<file path="config.mk">
export PLATFORM = sky130hd
export DESIGN_NAME = countdown_timer_controller
export DESIGN_NICKNAME = d
export VERILOG_FILES = /design/src/rtl/core/ctc_pkg.sv /design/src/rtl/core/countdown_timer_controller.sv /design/src/rtl/core/ctc_divider.sv /design/src/rtl/core/ctc_ctrl.sv /design/src/rtl/core/ctc_datapath.sv
export VERILOG_INCLUDE_DIRS = /design/src /design/src/rtl/core
export SDC_FILE = /design/constraint.sdc
export NUM_CORES = 2
export LEC_CHECK = 0
export BUFFER_PORTS_ARGS = -buffer_cell sky130_fd_sc_hd__buf_2
export CORE_MARGIN = 2
export CORE_UTILIZATION = 40
export DETAILED_ROUTE_END_ITERATION = 7
export PLACE_DENSITY = 0.57
export SKIP_CTS_REPAIR_TIMING = 1
export SYNTH_ARGS = -nofsm -noshare
export SYNTH_HDL_FRONTEND = slang
export SYNTH_HIERARCHICAL = 1
export SYNTH_SLANG_ARGS = --single-unit
</file>
<file path="constraint.sdc">
create_clock -name aclk -period 11.1 [get_ports aclk]
set_input_delay 2.22 -clock aclk [delete_from_list [all_inputs] [get_ports aclk]]
set_output_delay 2.22 -clock aclk [all_outputs]
set_load 0.02 [all_outputs]
</file>
<file path="src/rtl/core/countdown_timer_controller_defines.svh">
// Assertion macros shared by the countdown timer controller RTL.
// Needs a clock named aclk and an active-low reset named aresetn in scope.
`ifndef COUNTDOWN_TIMER_CONTROLLER_DEFINES_SVH
`define COUNTDOWN_TIMER_CONTROLLER_DEFINES_SVH

// Condition holds at every edge out of reset.
`define CTC_ASSERT_HOLD(label, expr, msg) \
    label: assert property (@(posedge aclk) disable iff (!aresetn) (expr)) \
        else $error(msg);

// Consequent holds in the same cycle as the antecedent.
`define CTC_ASSERT_IMPLY(label, ante, cons, msg) \
    label: assert property (@(posedge aclk) disable iff (!aresetn) (ante) |-> (cons)) \
        else $error(msg);

// Consequent holds in the cycle after the antecedent.
`define CTC_ASSERT_NEXT(label, ante, cons, msg) \
    label: assert property (@(posedge aclk) disable iff (!aresetn) (ante) |=> (cons)) \
        else $error(msg);

`endif

</file>
<file path="src/rtl/core/ctc_pkg.sv">
// Shared constants and types of the countdown timer controller.
// No dependencies; every module uses it by scoped names.
package ctc_pkg;

    localparam int TIME_W   = 16;
    localparam int COUNT_W  = 32;
    localparam int ACT_W    = 3;
    localparam int MODE_W   = 2;
    localparam int FLAG_W   = 8;
    localparam int PCT_W    = 7;
    localparam int CFG_W    = 16;
    localparam int CFG_IDX_W = 2;
    localparam int DIVD_W   = 32;
    localparam int DSR_W    = 16;
    localparam int RES_W    = MODE_W + 2 * TIME_W + 1 + FLAG_W + PCT_W;
    localparam int M_DATA_W = ((RES_W + 7) / 8) * 8;

    // modes
    localparam logic [MODE_W-1:0] MODE_SETUP   = 2'd0;
    localparam logic [MODE_W-1:0] MODE_RUNNING = 2'd1;
    localparam logic [MODE_W-1:0] MODE_ALARM   = 2'd2;
    localparam logic [MODE_W-1:0] MODE_SLEEP   = 2'd3;

    // events
    localparam logic [ACT_W-1:0] ACT_BUTTON   = 3'd0;
    localparam logic [ACT_W-1:0] ACT_ENCODER  = 3'd1;
    localparam logic [ACT_W-1:0] ACT_TICK     = 3'd2;
    localparam logic [ACT_W-1:0] ACT_FAST     = 3'd3;
    localparam logic [ACT_W-1:0] ACT_INACTIVE = 3'd4;

    // action flags
    localparam logic [FLAG_W-1:0] FL_NONE        = 8'h00;
    localparam logic [FLAG_W-1:0] FL_UPDATE      = 8'h01;
    localparam logic [FLAG_W-1:0] FL_START       = 8'h02;
    localparam logic [FLAG_W-1:0] FL_STOP        = 8'h04;
    localparam logic [FLAG_W-1:0] FL_ALARM_START = 8'h08;
    localparam logic [FLAG_W-1:0] FL_ALARM_STOP  = 8'h10;
    localparam logic [FLAG_W-1:0] FL_LIGHT_ON    = 8'h20;
    localparam logic [FLAG_W-1:0] FL_LIGHT_OFF   = 8'h40;
    localparam logic [FLAG_W-1:0] FL_TOGGLE      = 8'h80;

    // configuration register indexes
    localparam logic [CFG_IDX_W-1:0] CFG_ENC_DIV  = 2'd0;
    localparam logic [CFG_IDX_W-1:0] CFG_STEP     = 2'd1;
    localparam logic [CFG_IDX_W-1:0] CFG_MIN_TIME = 2'd2;
    localparam logic [CFG_IDX_W-1:0] CFG_MAX_TIME = 2'd3;

    // reset values
    localparam logic [4:0]        RST_ENC_DIV  = 5'd4;
    localparam logic [11:0]       RST_STEP     = 12'd30;
    localparam logic [TIME_W-1:0] RST_MIN_TIME = 16'd30;
    localparam logic [TIME_W-1:0] RST_MAX_TIME = 16'd3600;
    localparam logic [TIME_W-1:0] DEFAULT_TIME = 16'd300;

    localparam logic [PCT_W-1:0] PCT_FULL = 7'd100;
    localparam logic [PCT_W-1:0] PCT_ZERO = 7'd0;

    typedef struct packed {
        logic latch_in;
        logic eval;
        logic div_start;
        logic div_prog;
        logic mul_load;
        logic apply;
        logic prog_const;
        logic prog_div;
        logic load_out;
    } ctc_cmd_t;

    typedef struct packed {
        logic enc_path;
        logic div_busy;
        logic div_done;
        logic clicks_zero;
        logic prog_needs_div;
    } ctc_sts_t;

endpackage

</file>
<file path="src/rtl/core/countdown_timer_controller.sv">
// Countdown timer controller. One event word in, one status word out. An
// encoder change in setup divides the encoder delta, and an event that leaves
// the timer running or in alarm with a nonzero target divides remaining*100 by
// the target. Both go through one shared restoring divider at one quotient bit
// per cycle, and no word needs more than one division. The block takes no new
// word until the current one has been loaded into the output register.
// A new word is taken while the previous result still waits on the output register.
module countdown_timer_controller (
    input  logic                              aclk,
    input  logic                              aresetn,
    input  logic                              cfg_we,
    input  logic [ctc_pkg::CFG_IDX_W-1:0]     cfg_index,
    input  logic [ctc_pkg::CFG_W-1:0]         cfg_wdata,
    input  logic                              s_tvalid,
    output logic                              s_tready,
    input  logic [ctc_pkg::COUNT_W-1:0]       s_tdata,  // [31:0] encoder_count
    input  logic [ctc_pkg::ACT_W-1:0]         s_tuser,  // [2:0] action
    output logic                              m_tvalid,
    input  logic                              m_tready,
    // [1:0] mode, [17:2] remaining_secs, [33:18] target_secs, [34] flash_on,
    // [42:35] action_flags, [49:43] progress_percent, [55:50] zero
    output logic [ctc_pkg::M_DATA_W-1:0]      m_tdata
);

    ctc_pkg::ctc_cmd_t           cmd;
    ctc_pkg::ctc_sts_t           sts;
    logic [ctc_pkg::RES_W-1:0]   result;

    ctc_ctrl u_ctrl (
        .aclk     (aclk),
        .aresetn  (aresetn),
        .s_tvalid (s_tvalid),
        .s_tready (s_tready),
        .m_tvalid (m_tvalid),
        .m_tready (m_tready),
        .sts      (sts),
        .cmd      (cmd)
    );

    ctc_datapath u_dp (
        .aclk      (aclk),
        .aresetn   (aresetn),
        .cfg_we    (cfg_we),
        .cfg_index (cfg_index),
        .cfg_wdata (cfg_wdata),
        .in_count  (s_tdata),
        .in_action (s_tuser),
        .cmd       (cmd),
        .sts       (sts),
        .result    (result)
    );

    assign m_tdata = ctc_pkg::M_DATA_W'(result);

endmodule

</file>
<file path="src/rtl/core/ctc_divider.sv">
// Restoring divider, one quotient bit per cycle, 32 steps per division.
// Depends on ctc_pkg for operand widths.
module ctc_divider (
    input  logic                          aclk,
    input  logic                          aresetn,
    input  logic                          start,
    input  logic [ctc_pkg::DIVD_W-1:0]    dividend,
    input  logic [ctc_pkg::DSR_W-1:0]     divisor,
    output logic                          busy,
    output logic                          done,
    output logic [ctc_pkg::DIVD_W-1:0]    quotient,
    output logic [ctc_pkg::DSR_W-1:0]     remainder
);

    localparam int STEP_W = $clog2(ctc_pkg::DIVD_W);

    logic                         busy_reg;
    logic                         done_reg;
    logic [STEP_W-1:0]            step_reg;
    logic [ctc_pkg::DIVD_W-1:0]   dvd_reg;
    logic [ctc_pkg::DSR_W-1:0]    dsr_reg;
    logic [ctc_pkg::DSR_W-1:0]    rem_reg;
    logic [ctc_pkg::DSR_W:0]      trial;
    logic [ctc_pkg::DSR_W:0]      diff;

    assign trial = {rem_reg, dvd_reg[ctc_pkg::DIVD_W-1]};
    assign diff  = trial - {1'b0, dsr_reg};

    always_ff @(posedge aclk) begin
        if (!aresetn) begin
            busy_reg <= 1'b0;
            done_reg <= 1'b0;
            step_reg <= '0;
        end else begin
            done_reg <= 1'b0;
            if (start) begin
                busy_reg <= 1'b1;
                step_reg <= '0;
            end else if (busy_reg) begin
                step_reg <= step_reg + 1'b1;
                if (step_reg == STEP_W'(ctc_pkg::DIVD_W - 1)) begin
                    busy_reg <= 1'b0;
                    done_reg <= 1'b1;
                end
            end
        end
    end

    // shift the quotient in where the dividend leaves
    always_ff @(posedge aclk) begin
        if (start) begin
            dvd_reg <= dividend;
            dsr_reg <= divisor;
            rem_reg <= '0;
        end else if (busy_reg) begin
            if (!diff[ctc_pkg::DSR_W]) begin
                rem_reg <= diff[ctc_pkg::DSR_W-1:0];
                dvd_reg <= {dvd_reg[ctc_pkg::DIVD_W-2:0], 1'b1};
            end else begin
                rem_reg <= trial[ctc_pkg::DSR_W-1:0];
                dvd_reg <= {dvd_reg[ctc_pkg::DIVD_W-2:0], 1'b0};
            end
        end
    end

    assign busy      = busy_reg;
    assign done      = done_reg;
    assign quotient  = dvd_reg;
    assign remainder = rem_reg;

endmodule

</file>
<file path="src/rtl/core/ctc_ctrl.sv">
// Sequencer of the countdown timer controller: steps each word through
// evaluation, division, multiply and apply when needed, progress, output load. Uses ctc_pkg.
`include "countdown_timer_controller_defines.svh"

module ctc_ctrl (
    input  logic              aclk,
    input  logic              aresetn,
    input  logic              s_tvalid,
    output logic              s_tready,
    output logic              m_tvalid,
    input  logic              m_tready,
    input  ctc_pkg::ctc_sts_t sts,
    output ctc_pkg::ctc_cmd_t cmd
);

    localparam logic [2:0] ST_IDLE     = 3'd0;
    localparam logic [2:0] ST_EVAL     = 3'd1;
    localparam logic [2:0] ST_DIV_ENC  = 3'd2;
    localparam logic [2:0] ST_MUL      = 3'd3;
    localparam logic [2:0] ST_APPLY    = 3'd4;
    localparam logic [2:0] ST_PROG     = 3'd5;
    localparam logic [2:0] ST_DIV_PROG = 3'd6;
    localparam logic [2:0] ST_DONE     = 3'd7;

    logic [2:0] state_reg;
    logic [2:0] state_next;
    logic       m_valid_reg;
    logic       m_valid_next;
    logic       out_free;

    assign out_free = !m_valid_reg || m_tready;
    assign s_tready = (state_reg == ST_IDLE);
    assign m_tvalid = m_valid_reg;

    always_comb begin
        state_next = state_reg;
        cmd        = '0;
        case (state_reg)
            ST_IDLE: begin
                if (s_tvalid) begin
                    cmd.latch_in = 1'b1;
                    state_next   = ST_EVAL;
                end
            end
            ST_EVAL: begin
                cmd.eval = 1'b1;
                if (sts.enc_path) begin
                    cmd.div_start = 1'b1;
                    state_next    = ST_DIV_ENC;
                end else begin
                    state_next = ST_PROG;
                end
            end
            ST_DIV_ENC: begin
                if (sts.div_done) begin
                    state_next = sts.clicks_zero ? ST_PROG : ST_MUL;
                end
            end
            ST_MUL: begin
                cmd.mul_load = 1'b1;
                state_next   = ST_APPLY;
            end
            ST_APPLY: begin
                cmd.apply  = 1'b1;
                state_next = ST_PROG;
            end
            ST_PROG: begin
                if (sts.prog_needs_div) begin
                    cmd.div_start = 1'b1;
                    cmd.div_prog  = 1'b1;
                    state_next    = ST_DIV_PROG;
                end else begin
                    cmd.prog_const = 1'b1;
                    state_next     = ST_DONE;
                end
            end
            ST_DIV_PROG: begin
                if (sts.div_done) begin
                    cmd.prog_div = 1'b1;
                    state_next   = ST_DONE;
                end
            end
            ST_DONE: begin
                // hold until the output register is free
                if (out_free) begin
                    cmd.load_out = 1'b1;
                    state_next   = ST_IDLE;
                end
            end
            default: state_next = ST_IDLE;
        endcase
    end

    always_comb begin
        if (cmd.load_out) begin
            m_valid_next = 1'b1;
        end else if (m_tready) begin
            m_valid_next = 1'b0;
        end else begin
            m_valid_next = m_valid_reg;
        end
    end

    always_ff @(posedge aclk) begin
        if (!aresetn) begin
            state_reg   <= ST_IDLE;
            m_valid_reg <= 1'b0;
        end else begin
            state_reg   <= state_next;
            m_valid_reg <= m_valid_next;
        end
    end

    `CTC_ASSERT_IMPLY(a_start_free, cmd.div_start, !sts.div_busy, "divider started while busy")
    `CTC_ASSERT_IMPLY(a_ready_quiet, s_tready, !sts.div_busy, "input ready during a division")
    `CTC_ASSERT_NEXT(a_accept_eval, s_tvalid && s_tready, state_reg == ST_EVAL, "accept lost")

endmodule

</file>
<file path="src/rtl/core/ctc_datapath.sv">
// Datapath of the countdown timer controller: configuration, timer state,
// event rules, shared divider, click multiply and result register. Uses ctc_pkg.
`include "countdown_timer_controller_defines.svh"

module ctc_datapath (
    input  logic                             aclk,
    input  logic                             aresetn,
    input  logic                             cfg_we,
    input  logic [ctc_pkg::CFG_IDX_W-1:0]    cfg_index,
    input  logic [ctc_pkg::CFG_W-1:0]        cfg_wdata,
    input  logic [ctc_pkg::COUNT_W-1:0]      in_count,
    input  logic [ctc_pkg::ACT_W-1:0]        in_action,
    input  ctc_pkg::ctc_cmd_t                cmd,
    output ctc_pkg::ctc_sts_t                sts,
    output logic [ctc_pkg::RES_W-1:0]        result
);

    localparam int PROD_W = ctc_pkg::DIVD_W + 12;
    localparam int SUM_W  = PROD_W + 2;
    localparam int NUM_W  = ctc_pkg::TIME_W + ctc_pkg::PCT_W;

    // configuration
    logic [4:0]                   enc_div_reg;
    logic [11:0]                  step_reg;
    logic [ctc_pkg::TIME_W-1:0]   min_reg;
    logic [ctc_pkg::TIME_W-1:0]   max_reg;

    // timer state
    logic [ctc_pkg::MODE_W-1:0]   mode_reg;
    logic [ctc_pkg::TIME_W-1:0]   target_reg;
    logic [ctc_pkg::TIME_W-1:0]   remaining_reg;
    logic [ctc_pkg::COUNT_W-1:0]  last_reg;
    logic                         flash_reg;

    // per-word working registers
    logic [ctc_pkg::ACT_W-1:0]    act_reg;
    logic [ctc_pkg::COUNT_W-1:0]  cnt_reg;
    logic [ctc_pkg::FLAG_W-1:0]   flags_reg;
    logic [ctc_pkg::PCT_W-1:0]    prog_reg;
    logic                         neg_reg;
    logic [PROD_W-1:0]            prod_reg;
    logic [ctc_pkg::RES_W-1:0]    out_reg;

    // event rules
    logic [ctc_pkg::MODE_W-1:0]   ev_mode;
    logic [ctc_pkg::TIME_W-1:0]   ev_remaining;
    logic [ctc_pkg::COUNT_W-1:0]  ev_last;
    logic                         ev_flash;
    logic [ctc_pkg::FLAG_W-1:0]   ev_flags;

    // divider operands
    logic [ctc_pkg::COUNT_W-1:0]  delta;
    logic                         delta_neg;
    logic [ctc_pkg::COUNT_W-1:0]  delta_mag;
    logic [NUM_W-1:0]             pct_num;
    logic [ctc_pkg::DIVD_W-1:0]   div_dividend;
    logic [ctc_pkg::DSR_W-1:0]    div_divisor;
    logic                         div_busy;
    logic                         div_done;
    logic [ctc_pkg::DIVD_W-1:0]   quo;
    logic [ctc_pkg::DSR_W-1:0]    rem;

    // target update
    logic signed [SUM_W-1:0]      step_signed;
    logic signed [SUM_W-1:0]      t_sum;
    logic [ctc_pkg::TIME_W-1:0]   t_new;
    logic [ctc_pkg::COUNT_W-1:0]  rem_ext;
    logic [ctc_pkg::COUNT_W-1:0]  last_new;
    logic [ctc_pkg::PCT_W-1:0]    pct_const;
    logic [ctc_pkg::PCT_W-1:0]    pct_div;

    always_ff @(posedge aclk) begin
        if (!aresetn) begin
            enc_div_reg <= ctc_pkg::RST_ENC_DIV;
            step_reg    <= ctc_pkg::RST_STEP;
            min_reg     <= ctc_pkg::RST_MIN_TIME;
            max_reg     <= ctc_pkg::RST_MAX_TIME;
        end else if (cfg_we) begin
            case (cfg_index)
                ctc_pkg::CFG_ENC_DIV:  enc_div_reg <= cfg_wdata[4:0];
                ctc_pkg::CFG_STEP:     step_reg    <= cfg_wdata[11:0];
                ctc_pkg::CFG_MIN_TIME: min_reg     <= cfg_wdata;
                ctc_pkg::CFG_MAX_TIME: max_reg     <= cfg_wdata;
                default: ;
            endcase
        end
    end

    always_comb begin
        ev_mode      = mode_reg;
        ev_remaining = remaining_reg;
        ev_last      = last_reg;
        ev_flash     = flash_reg;
        ev_flags     = ctc_pkg::FL_NONE;
        case (mode_reg)
            ctc_pkg::MODE_SETUP: begin
                if (act_reg == ctc_pkg::ACT_BUTTON) begin
                    ev_mode      = ctc_pkg::MODE_RUNNING;
                    ev_remaining = target_reg;
                    ev_flags     = ctc_pkg::FL_UPDATE | ctc_pkg::FL_START;
                end else if (act_reg == ctc_pkg::ACT_INACTIVE) begin
                    ev_mode  = ctc_pkg::MODE_SLEEP;
                    ev_flags = ctc_pkg::FL_UPDATE | ctc_pkg::FL_LIGHT_OFF;
                end
            end
            ctc_pkg::MODE_RUNNING: begin
                if (act_reg == ctc_pkg::ACT_BUTTON) begin
                    ev_mode      = ctc_pkg::MODE_SETUP;
                    ev_remaining = target_reg;
                    ev_flags     = ctc_pkg::FL_UPDATE | ctc_pkg::FL_STOP;
                end else if (act_reg == ctc_pkg::ACT_TICK) begin
                    if (remaining_reg != '0) begin
                        ev_remaining = remaining_reg - 1'b1;
                        ev_flags     = ctc_pkg::FL_UPDATE;
                        if (remaining_reg == ctc_pkg::TIME_W'(1)) begin
                            ev_mode  = ctc_pkg::MODE_ALARM;
                            ev_flash = 1'b1;
                            ev_flags = ctc_pkg::FL_UPDATE | ctc_pkg::FL_STOP
                                     | ctc_pkg::FL_ALARM_START;
                        end
                    end
                end else if (act_reg == ctc_pkg::ACT_ENCODER) begin
                    ev_last = cnt_reg;
                end
            end
            ctc_pkg::MODE_ALARM: begin
                if (act_reg == ctc_pkg::ACT_BUTTON || act_reg == ctc_pkg::ACT_ENCODER) begin
                    ev_mode      = ctc_pkg::MODE_SETUP;
                    ev_remaining = target_reg;
                    ev_flash     = 1'b0;
                    ev_last      = cnt_reg;
                    ev_flags     = ctc_pkg::FL_UPDATE | ctc_pkg::FL_ALARM_STOP
                                 | ctc_pkg::FL_LIGHT_ON;
                end else if (act_reg == ctc_pkg::ACT_FAST) begin
                    ev_flash = ~flash_reg;
                    ev_flags = ctc_pkg::FL_TOGGLE;
                end
            end
            ctc_pkg::MODE_SLEEP: begin
                if (act_reg == ctc_pkg::ACT_BUTTON || act_reg == ctc_pkg::ACT_ENCODER) begin
                    ev_mode  = ctc_pkg::MODE_SETUP;
                    ev_last  = cnt_reg;
                    ev_flags = ctc_pkg::FL_UPDATE | ctc_pkg::FL_LIGHT_ON;
                end
            end
            default: ;
        endcase
    end

    // encoder delta wraps at the count width; divide its magnitude
    assign delta     = cnt_reg - last_reg;
    assign delta_neg = delta[ctc_pkg::COUNT_W-1];
    assign delta_mag = delta_neg ? (ctc_pkg::COUNT_W'(0) - delta) : delta;
    assign pct_num   = NUM_W'(remaining_reg) * NUM_W'(ctc_pkg::PCT_FULL);

    always_comb begin
        if (cmd.div_prog) begin
            div_dividend = ctc_pkg::DIVD_W'(pct_num);
            div_divisor  = target_reg;
        end else begin
            div_dividend = delta_mag;
            div_divisor  = (enc_div_reg == '0) ? ctc_pkg::DSR_W'(1)
                                               : ctc_pkg::DSR_W'(enc_div_reg);
        end
    end

    ctc_divider u_div (
        .aclk      (aclk),
        .aresetn   (aresetn),
        .start     (cmd.div_start),
        .dividend  (div_dividend),
        .divisor   (div_divisor),
        .busy      (div_busy),
        .done      (div_done),
        .quotient  (quo),
        .remainder (rem)
    );

    // target + clicks * step, clamp to min then max
    always_comb begin
        step_signed = $signed({2'b00, prod_reg});
        if (neg_reg) begin
            step_signed = -step_signed;
        end
        t_sum = $signed(SUM_W'(target_reg)) + step_signed;
        if (t_sum < $signed(SUM_W'(min_reg))) begin
            t_sum = $signed(SUM_W'(min_reg));
        end
        if (t_sum > $signed(SUM_W'(max_reg))) begin
            t_sum = $signed(SUM_W'(max_reg));
        end
        t_new = t_sum[ctc_pkg::TIME_W-1:0];
    end

    // last count advances by whole clicks only: drop the signed remainder
    assign rem_ext  = ctc_pkg::COUNT_W'(rem);
    assign last_new = neg_reg ? (cnt_reg + rem_ext) : (cnt_reg - rem_ext);

    always_comb begin
        if (target_reg == '0 || mode_reg == ctc_pkg::MODE_SETUP) begin
            pct_const = ctc_pkg::PCT_FULL;
        end else begin
            pct_const = ctc_pkg::PCT_ZERO;
        end
        if (quo > ctc_pkg::DIVD_W'(ctc_pkg::PCT_FULL)) begin
            pct_div = ctc_pkg::PCT_FULL;
        end else begin
            pct_div = quo[ctc_pkg::PCT_W-1:0];
        end
    end

    always_ff @(posedge aclk) begin
        if (!aresetn) begin
            mode_reg      <= ctc_pkg::MODE_SETUP;
            target_reg    <= ctc_pkg::DEFAULT_TIME;
            remaining_reg <= ctc_pkg::DEFAULT_TIME;
            last_reg      <= '0;
            flash_reg     <= 1'b0;
        end else if (cmd.eval) begin
            mode_reg      <= ev_mode;
            remaining_reg <= ev_remaining;
            last_reg      <= ev_last;
            flash_reg     <= ev_flash;
        end else if (cmd.apply) begin
            target_reg    <= t_new;
            remaining_reg <= t_new;
            last_reg      <= last_new;
        end
    end

    always_ff @(posedge aclk) begin
        if (cmd.latch_in) begin
            act_reg <= in_action;
            cnt_reg <= in_count;
        end
        if (cmd.eval) begin
            flags_reg <= ev_flags;
        end else if (cmd.apply) begin
            flags_reg <= ctc_pkg::FL_UPDATE;
        end
        if (cmd.div_start && !cmd.div_prog) begin
            neg_reg <= delta_neg;
        end
        if (cmd.mul_load) begin
            prod_reg <= PROD_W'(quo) * PROD_W'(step_reg);
        end
        if (cmd.prog_const) begin
            prog_reg <= pct_const;
        end else if (cmd.prog_div) begin
            prog_reg <= pct_div;
        end
        if (cmd.load_out) begin
            out_reg <= {prog_reg, flags_reg, flash_reg, target_reg, remaining_reg, mode_reg};
        end
    end

    assign sts.enc_path       = (mode_reg == ctc_pkg::MODE_SETUP)
                              && (act_reg == ctc_pkg::ACT_ENCODER);
    assign sts.div_busy       = div_busy;
    assign sts.div_done       = div_done;
    assign sts.clicks_zero    = (quo == '0);
    assign sts.prog_needs_div = (target_reg != '0)
                              && (mode_reg == ctc_pkg::MODE_RUNNING
                                  || mode_reg == ctc_pkg::MODE_ALARM);
    assign result = out_reg;

    `CTC_ASSERT_HOLD(a_rem_le_target, remaining_reg <= target_reg, "remaining above target")
    `CTC_ASSERT_IMPLY(a_alarm_zero, mode_reg == ctc_pkg::MODE_ALARM, remaining_reg == '0, "alarm with time left")
    `CTC_ASSERT_IMPLY(a_flash_alarm, flash_reg, mode_reg == ctc_pkg::MODE_ALARM, "flash outside alarm")

endmodule
</file>
-- Word-level counts from Yosys, hierarchy flattened
Cells that the tools add are included.
- bits in registers: 336
- output and inout bits: 58
- word-level logic and storage cells: 208
- add/subtract/negate cells: 9
- multiply operators: 2
- $lt $le $gt $ge: 3
- equality and inequality tests: 43
- multiplexer cells: 87
- bitwise operators: 4
- reduce and logical (&&, ||, !) cells: 36
- operators by type and width (kind ; count):
    two-way mux 32 bit ; 11
    two-way mux 16 bit ; 10
    two-way mux 46 bit ; 2
    two-way mux 8 bit ; 8
    case mux 32 bit (2 select lines) ; 1
    case mux 16 bit (3 select lines) ; 1
    adder 17 x 46 -> 46 bit ; 1
    greater-than comparator 46 x 17 -> 1 bit ; 1
    < comparator 46 x 17 -> 1 bit ; 1
    negator 44 -> 46 bit ; 1
    multiplier 32 x 12 -> 44 bit ; 1
    two-way mux 7 bit ; 5
    adder 32 x 16 -> 32 bit ; 1
    greater-than comparator 32 x 7 -> 1 bit (second input constant) ; 1
    zero test 32 bit ; 1
    case mux 8 bit (4 select lines) ; 1
    nonzero test 16 bit ; 2
    subtractor 1 x 32 -> 32 bit (first input constant) ; 1
    subtractor 32 x 16 -> 32 bit ; 1
    subtractor 32 bit ; 1
    two-way mux 1 bit ; 27
    case mux 3 bit (8 select lines) ; 1
    multiplier 16 x 5 -> 21 bit (second input constant) ; 1
    two-way mux 3 bit ; 6
    38 further kinds ; 97

-- Depth between registers and ports, before layout
- depth after elaboration: 9
- depth in mapped cells: 44
- gate-level depth less buffers: 38

-- Cells and area by module
Netlist, hierarchy kept.
- modules (own cells, without submodules) (module ; instances ; cells an instance ; area each (µm²) ; seq. area each (µm²)):
    ctc_datapath ; 1 ; 3612 ; 31545.3 ; 6676.4
    ctc_divider ; 1 ; 321 ; 3738.6 ; 1901.8
    ctc_ctrl ; 1 ; 47 ; 362.8 ; 80.1
    countdown_timer_controller ; 1 ; 7 ; 48.8 ; 0.0

-- Worst setup path after synthesis
OpenSTA, ideal clock, no wires.
- path kind: register to register
- from: register u_dp.neg_reg
- to: register u_dp/target_reg[10] (netlist bit)
- arrival: 8.520 ns
- data required time: 10.972 ns
- path slack: 2.453 ns
- stages on the path, launching flop included: 42
- path buffers: 9
- cells stage by stage: edfxtp_1 -> clkbuf_1 -> clkbuf_1 -> clkbuf_1 -> clkbuf_1 -> buf_1 -> nand2_1 -> xnor2_1 -> ha_1 -> o21ai_0 -> nor2_1 -> o21ai_0 -> o32ai_1 -> o41ai_1 -> nor2b_1 -> and3_1 -> and2b_1 -> mux2i_1 -> (+6 left out) -> mux2_2 -> ha_1 -> a21o_1 -> a21oi_1 -> nor2b_1 -> o21ai_0 -> nand2b_1 -> a21oi_1 -> a21boi_0 -> o21a_1 -> o21a_1 -> o21ai_0 -> nand2b_1 -> a32oi_1 -> buf_6 -> buf_12 -> mux2i_1 -> o21ai_1
- word-level cells in the longest chain between the ends: 6
- ends and longest elaborated chain (element ; RTL line ; RTL):
    from (decl) ; ctc_datapath.sv:40 ; logic neg_reg;
    from (signal assigned) ; ctc_datapath.sv:242 ; neg_reg <= delta_neg;
    two-way mux 46 bit (*) ; ctc_datapath.sv:182 ; if (neg_reg) begin
    adder 17 x 46 -> 46 bit (*) ; ctc_datapath.sv:185 ; t_sum = $signed(SUM_W'(target_reg)) + step_signed;
    < comparator 46 x 17 -> 1 bit ; ctc_datapath.sv:186 ; if (t_sum < $signed(SUM_W'(min_reg))) begin
    two-way mux 46 bit (*) ; ctc_datapath.sv:186 ;
    greater-than comparator 46 x 17 -> 1 bit ; ctc_datapath.sv:189 ; if (t_sum > $signed(SUM_W'(max_reg))) begin
    two-way mux 16 bit (*) ; ctc_datapath.sv:189 ;
    to (signal assigned) ; ctc_datapath.sv:215 ; target_reg <= ctc_pkg::DEFAULT_TIME;
    to (signal assigned) ; ctc_datapath.sv:225 ; target_reg <= t_new;
    to (decl) ; ctc_datapath.sv:30 ; logic [ctc_pkg::TIME_W-1:0] target_reg;
Every way passes the cells marked *; elsewhere a longest branch is shown, timed or not.
A chain may end at the register's enable or synchronous reset.

-- Worst setup path after layout
- from: register u_dp.prod_reg[4]
- to: register u_dp/target_reg[0] (netlist bit)
- word-level cells in the longest chain between the ends: 7
- ends and longest elaborated chain (element ; RTL line ; RTL):
    from (decl) ; ctc_datapath.sv:41 ; logic [PROD_W-1:0] prod_reg;
    from (signal assigned) ; ctc_datapath.sv:245 ; prod_reg <= PROD_W'(quo) * PROD_W'(step_reg);
    negator 44 -> 46 bit ; ctc_datapath.sv:183 ; step_signed = -step_signed;
    two-way mux 46 bit (*) ; ctc_datapath.sv:182 ;
    adder 17 x 46 -> 46 bit (*) ; ctc_datapath.sv:185 ;
    < comparator 46 x 17 -> 1 bit ; ctc_datapath.sv:186 ;
    two-way mux 46 bit (*) ; ctc_datapath.sv:186 ;
    greater-than comparator 46 x 17 -> 1 bit ; ctc_datapath.sv:189 ;
    two-way mux 16 bit (*) ; ctc_datapath.sv:189 ;
Marked as above.

==> flow_metrics.env <==
export IMPL_synth_warnings=6
export IMPL_min_to="u_dp/result[48]"
export IMPL_crit_reg2reg_launch="u_dp/prod_reg[4]"
export IMPL_post_drt_via_cell_ratio=5.460
export IMPL_drive_above_1_share_pct=8.288
export IMPL_hold_path_class="register to register"
export IMPL_grt_setup_unrepaired="no"
export IMPL_core_rowCount=109
export IMPL_setup_tns_final_ns=0
export IMPL_internal_power_mw=5.999
export IMPL_clock_tree_htree_level_count=2
export IMPL_layout_cells_most_common_list="nand2_1, inv_1, fa_1"
export IMPL_net_switching_power_mw=5.632
export IMPL_start_util_pct=40.38
export IMPL_top_level_ports=116
export IMPL_final_cell_count_no_fill=5197
export IMPL_cts_root_buf="clkbuf_16"
export IMPL_route_met2_wl_mm=47.49
export IMPL_post_place_cells=5116
export IMPL_globalRouteTotalUtil_pct=22.04
export IMPL_hold_path_startpoint="u_dp/prog_reg[5]"
export IMPL_total_grt_overflow=0
export IMPL_worst_r2r_cell_count=34
export IMPL_vias_in_the_first_global_route=27940
export IMPL_min_period_ns=9.435
export IMPL_max_slew_margin_rel_pct=11.02
export IMPL_tritoncts_num_buffers=43
export IMPL_layout_nets=4662
export IMPL_switch_share_pct=48.43
export IMPL_synthesis_area_um2=35690
export IMPL_post_route_worst_setup_slack_ns=1.665
export IMPL_synthToLayoutAreaGrowth_pct=8.358
export IMPL_slew_violations=0
export IMPL_clock_sink_count=336
export IMPL_whs_path_depth=0
export IMPL_chipWidth_um=302.7
export IMPL_synth_cells=3986
export IMPL_cts_buffer_depth=3
export IMPL_dp_hpwl_mm=77.33
export IMPL_final_antenna_net_count=0
export IMPL_power_static_leakage_nw=16.86
export IMPL_synth_avg_cell_area_um2=8.953
export IMPL_dp_slack_ns=1.752
export IMPL_path_max_fanout=19
export IMPL_grt_first_pass_wirelength_mm=158.8
export IMPL_clock_insertion_delay_worst_skew_ns=0.60
export IMPL_share_seq_of_total_power_pct=19.1
export IMPL_totalWireLength_mm=99.98
export IMPL_regToRegSetupSlack_ns=1.67
export IMPL_max_cap_viol_count=0
export IMPL_finalWeightedCongestion=0.9108
export IMPL_routedLengthMet1_mm=45.56
export IMPL_critical_path_most_common_cell="o21a_1"
export IMPL_finalSetupViolCount=0
export IMPL_crit_path_top_delay_cell="nor4_2"
export IMPL_firstDrtPassIters=6
export IMPL_final_util_pct=43.76
export IMPL_tritoncts="built"
export IMPL_grt_antenna_before_repair=3
export IMPL_cts_clk_slew_worst_paths_ns=0.06
export IMPL_path_class="register to register"
export IMPL_timing_clock_skew_ns=0.03371
export IMPL_power_frac_clock_pct=12.4
export IMPL_route_detailed_wl_per_inst_um=19.24
export IMPL_fp_coreArea_um2=88370
export IMPL_flip_flop_count_of_the_largest_register_all_copies_and_words_added=50
export IMPL_critPathRequiredTime_ns=11.58
export IMPL_design_die_area_um2=91620
export IMPL_combinationalPowerShare_pct=68.5
export IMPL_max_freq_mhz=106.0
export IMPL_power_ir_vdd_worst_uv=228.9
export IMPL_worstMarginPinSlew_ns=1.328
export IMPL_detail_route_drc_violations=0
export IMPL_hold_violations=0
export IMPL_place_port_buffers=109
export IMPL_mostFrequentLayoutCell="nand2_1"
export IMPL_fp_dieH_um=302.7
export IMPL_power_density_nw_per_um2=300.8
export IMPL_type_of_element_launching_the_critical_path="register"
export IMPL_setup_crit_end_kind="register"
export IMPL_route_vias_total=28380
export IMPL_detailedRoute_firstIterationViolations=1856
export IMPL_dr_max_layer_used="met4"
export IMPL_grt_start_max_net_pins=86
export IMPL_met3WireLength_mm=4.583
export IMPL_critical_path_max_stage_delay_ns=0.81
export IMPL_outcome="completed"
export IMPL_timing_rr_end="u_dp/target_reg[0]"
export IMPL_critPathArrivalTime_ns=9.91
export IMPL_fin_crit_sh_pct=85.00
[stage by stage]
stage	instance area (um^2)	hold WS (ns)	total power [mW]
6_report	38670	0.3940	11.63
5_1_grt	38670	0.4203	12.83
4_1_cts	38670	0.3880	11.72
3_5_place_dp	37220	0.4045	10.23
3_3_place_gp	37220	0.4015	10.18
2_1_floorplan	35710	0.4003	8.129
[power by group through the flow]
| stage | sequential (mW) | combinational (mW) | clock, mW |
|---|---|---|---|
| final | 2.23 | 7.96 | 1.44 |
| after global routing | 2.25 | 9.05 | 1.52 |
| after CTS | 2.22 | 8.03 | 1.47 |
| after detailed placement | 2.25 | 7.98 | 0 |
| after global placement | 2.25 | 7.93 | 0 |
| after floorplan | 1.99 | 6.14 | 0 |
[worst max-delay path by stage]
| stage | start | end | slack (ns) |
|---|---|---|---|
| floorplan | u_dp/neg_reg | u_dp/target_reg[10] | 2.45 |
| global placement | u_dp/prod_reg[4] | u_dp/remaining_reg[0] | 1.76 |
| global route | u_dp/prod_reg[4] | u_dp/target_reg[0] | 0.96 |
| CTS | u_dp/prod_reg[4] | u_dp/target_reg[0] | 1.71 |
| detailed placement | u_dp/prod_reg[4] | u_dp/remaining_reg[0] | 1.75 |
| finish | u_dp/prod_reg[4] | u_dp/target_reg[0] | 1.67 |
[layout make-up]
type | instances | area (um^2)
tap | 1165 | 1458
multi-input combinational | 3008 | 24550
inverter | 464 | 1742
clock inverter | 28 | 332.8
timing repair buffer | 143 | 803.3
clock buffer | 51 | 1117
fill | 8718 | 49700
sequential | 336 | 8663
antenna | 2 | 5.005
[worst max-delay path, delay by kind of cell (launching register included)]
| kind | cells | cell delay (ns) |
|---|---|---|
| AO/OA/AOI/OAI | 16 | 3.42 |
| AND/OR/NAND/NOR | 11 | 3.24 |
| adder cells (fa/ha/maj) | 3 | 1.03 |
| multiplexers | 2 | 0.68 |
| flip-flops | 1 | 0.45 |
| buffers and inverters | 1 | 0.36 |
| XOR/XNOR | 1 | 0.15 |
[routing by layer]
metal / vias up / track usage (%)
li1: 13570 / -
met1: 13990 / 30.09
met2: 691 / 37.43
met3: 128 / 2.392
met4: 0 / 5.337
met5: - / 0
No activity file was read; power rests on OpenSTA's default activity.
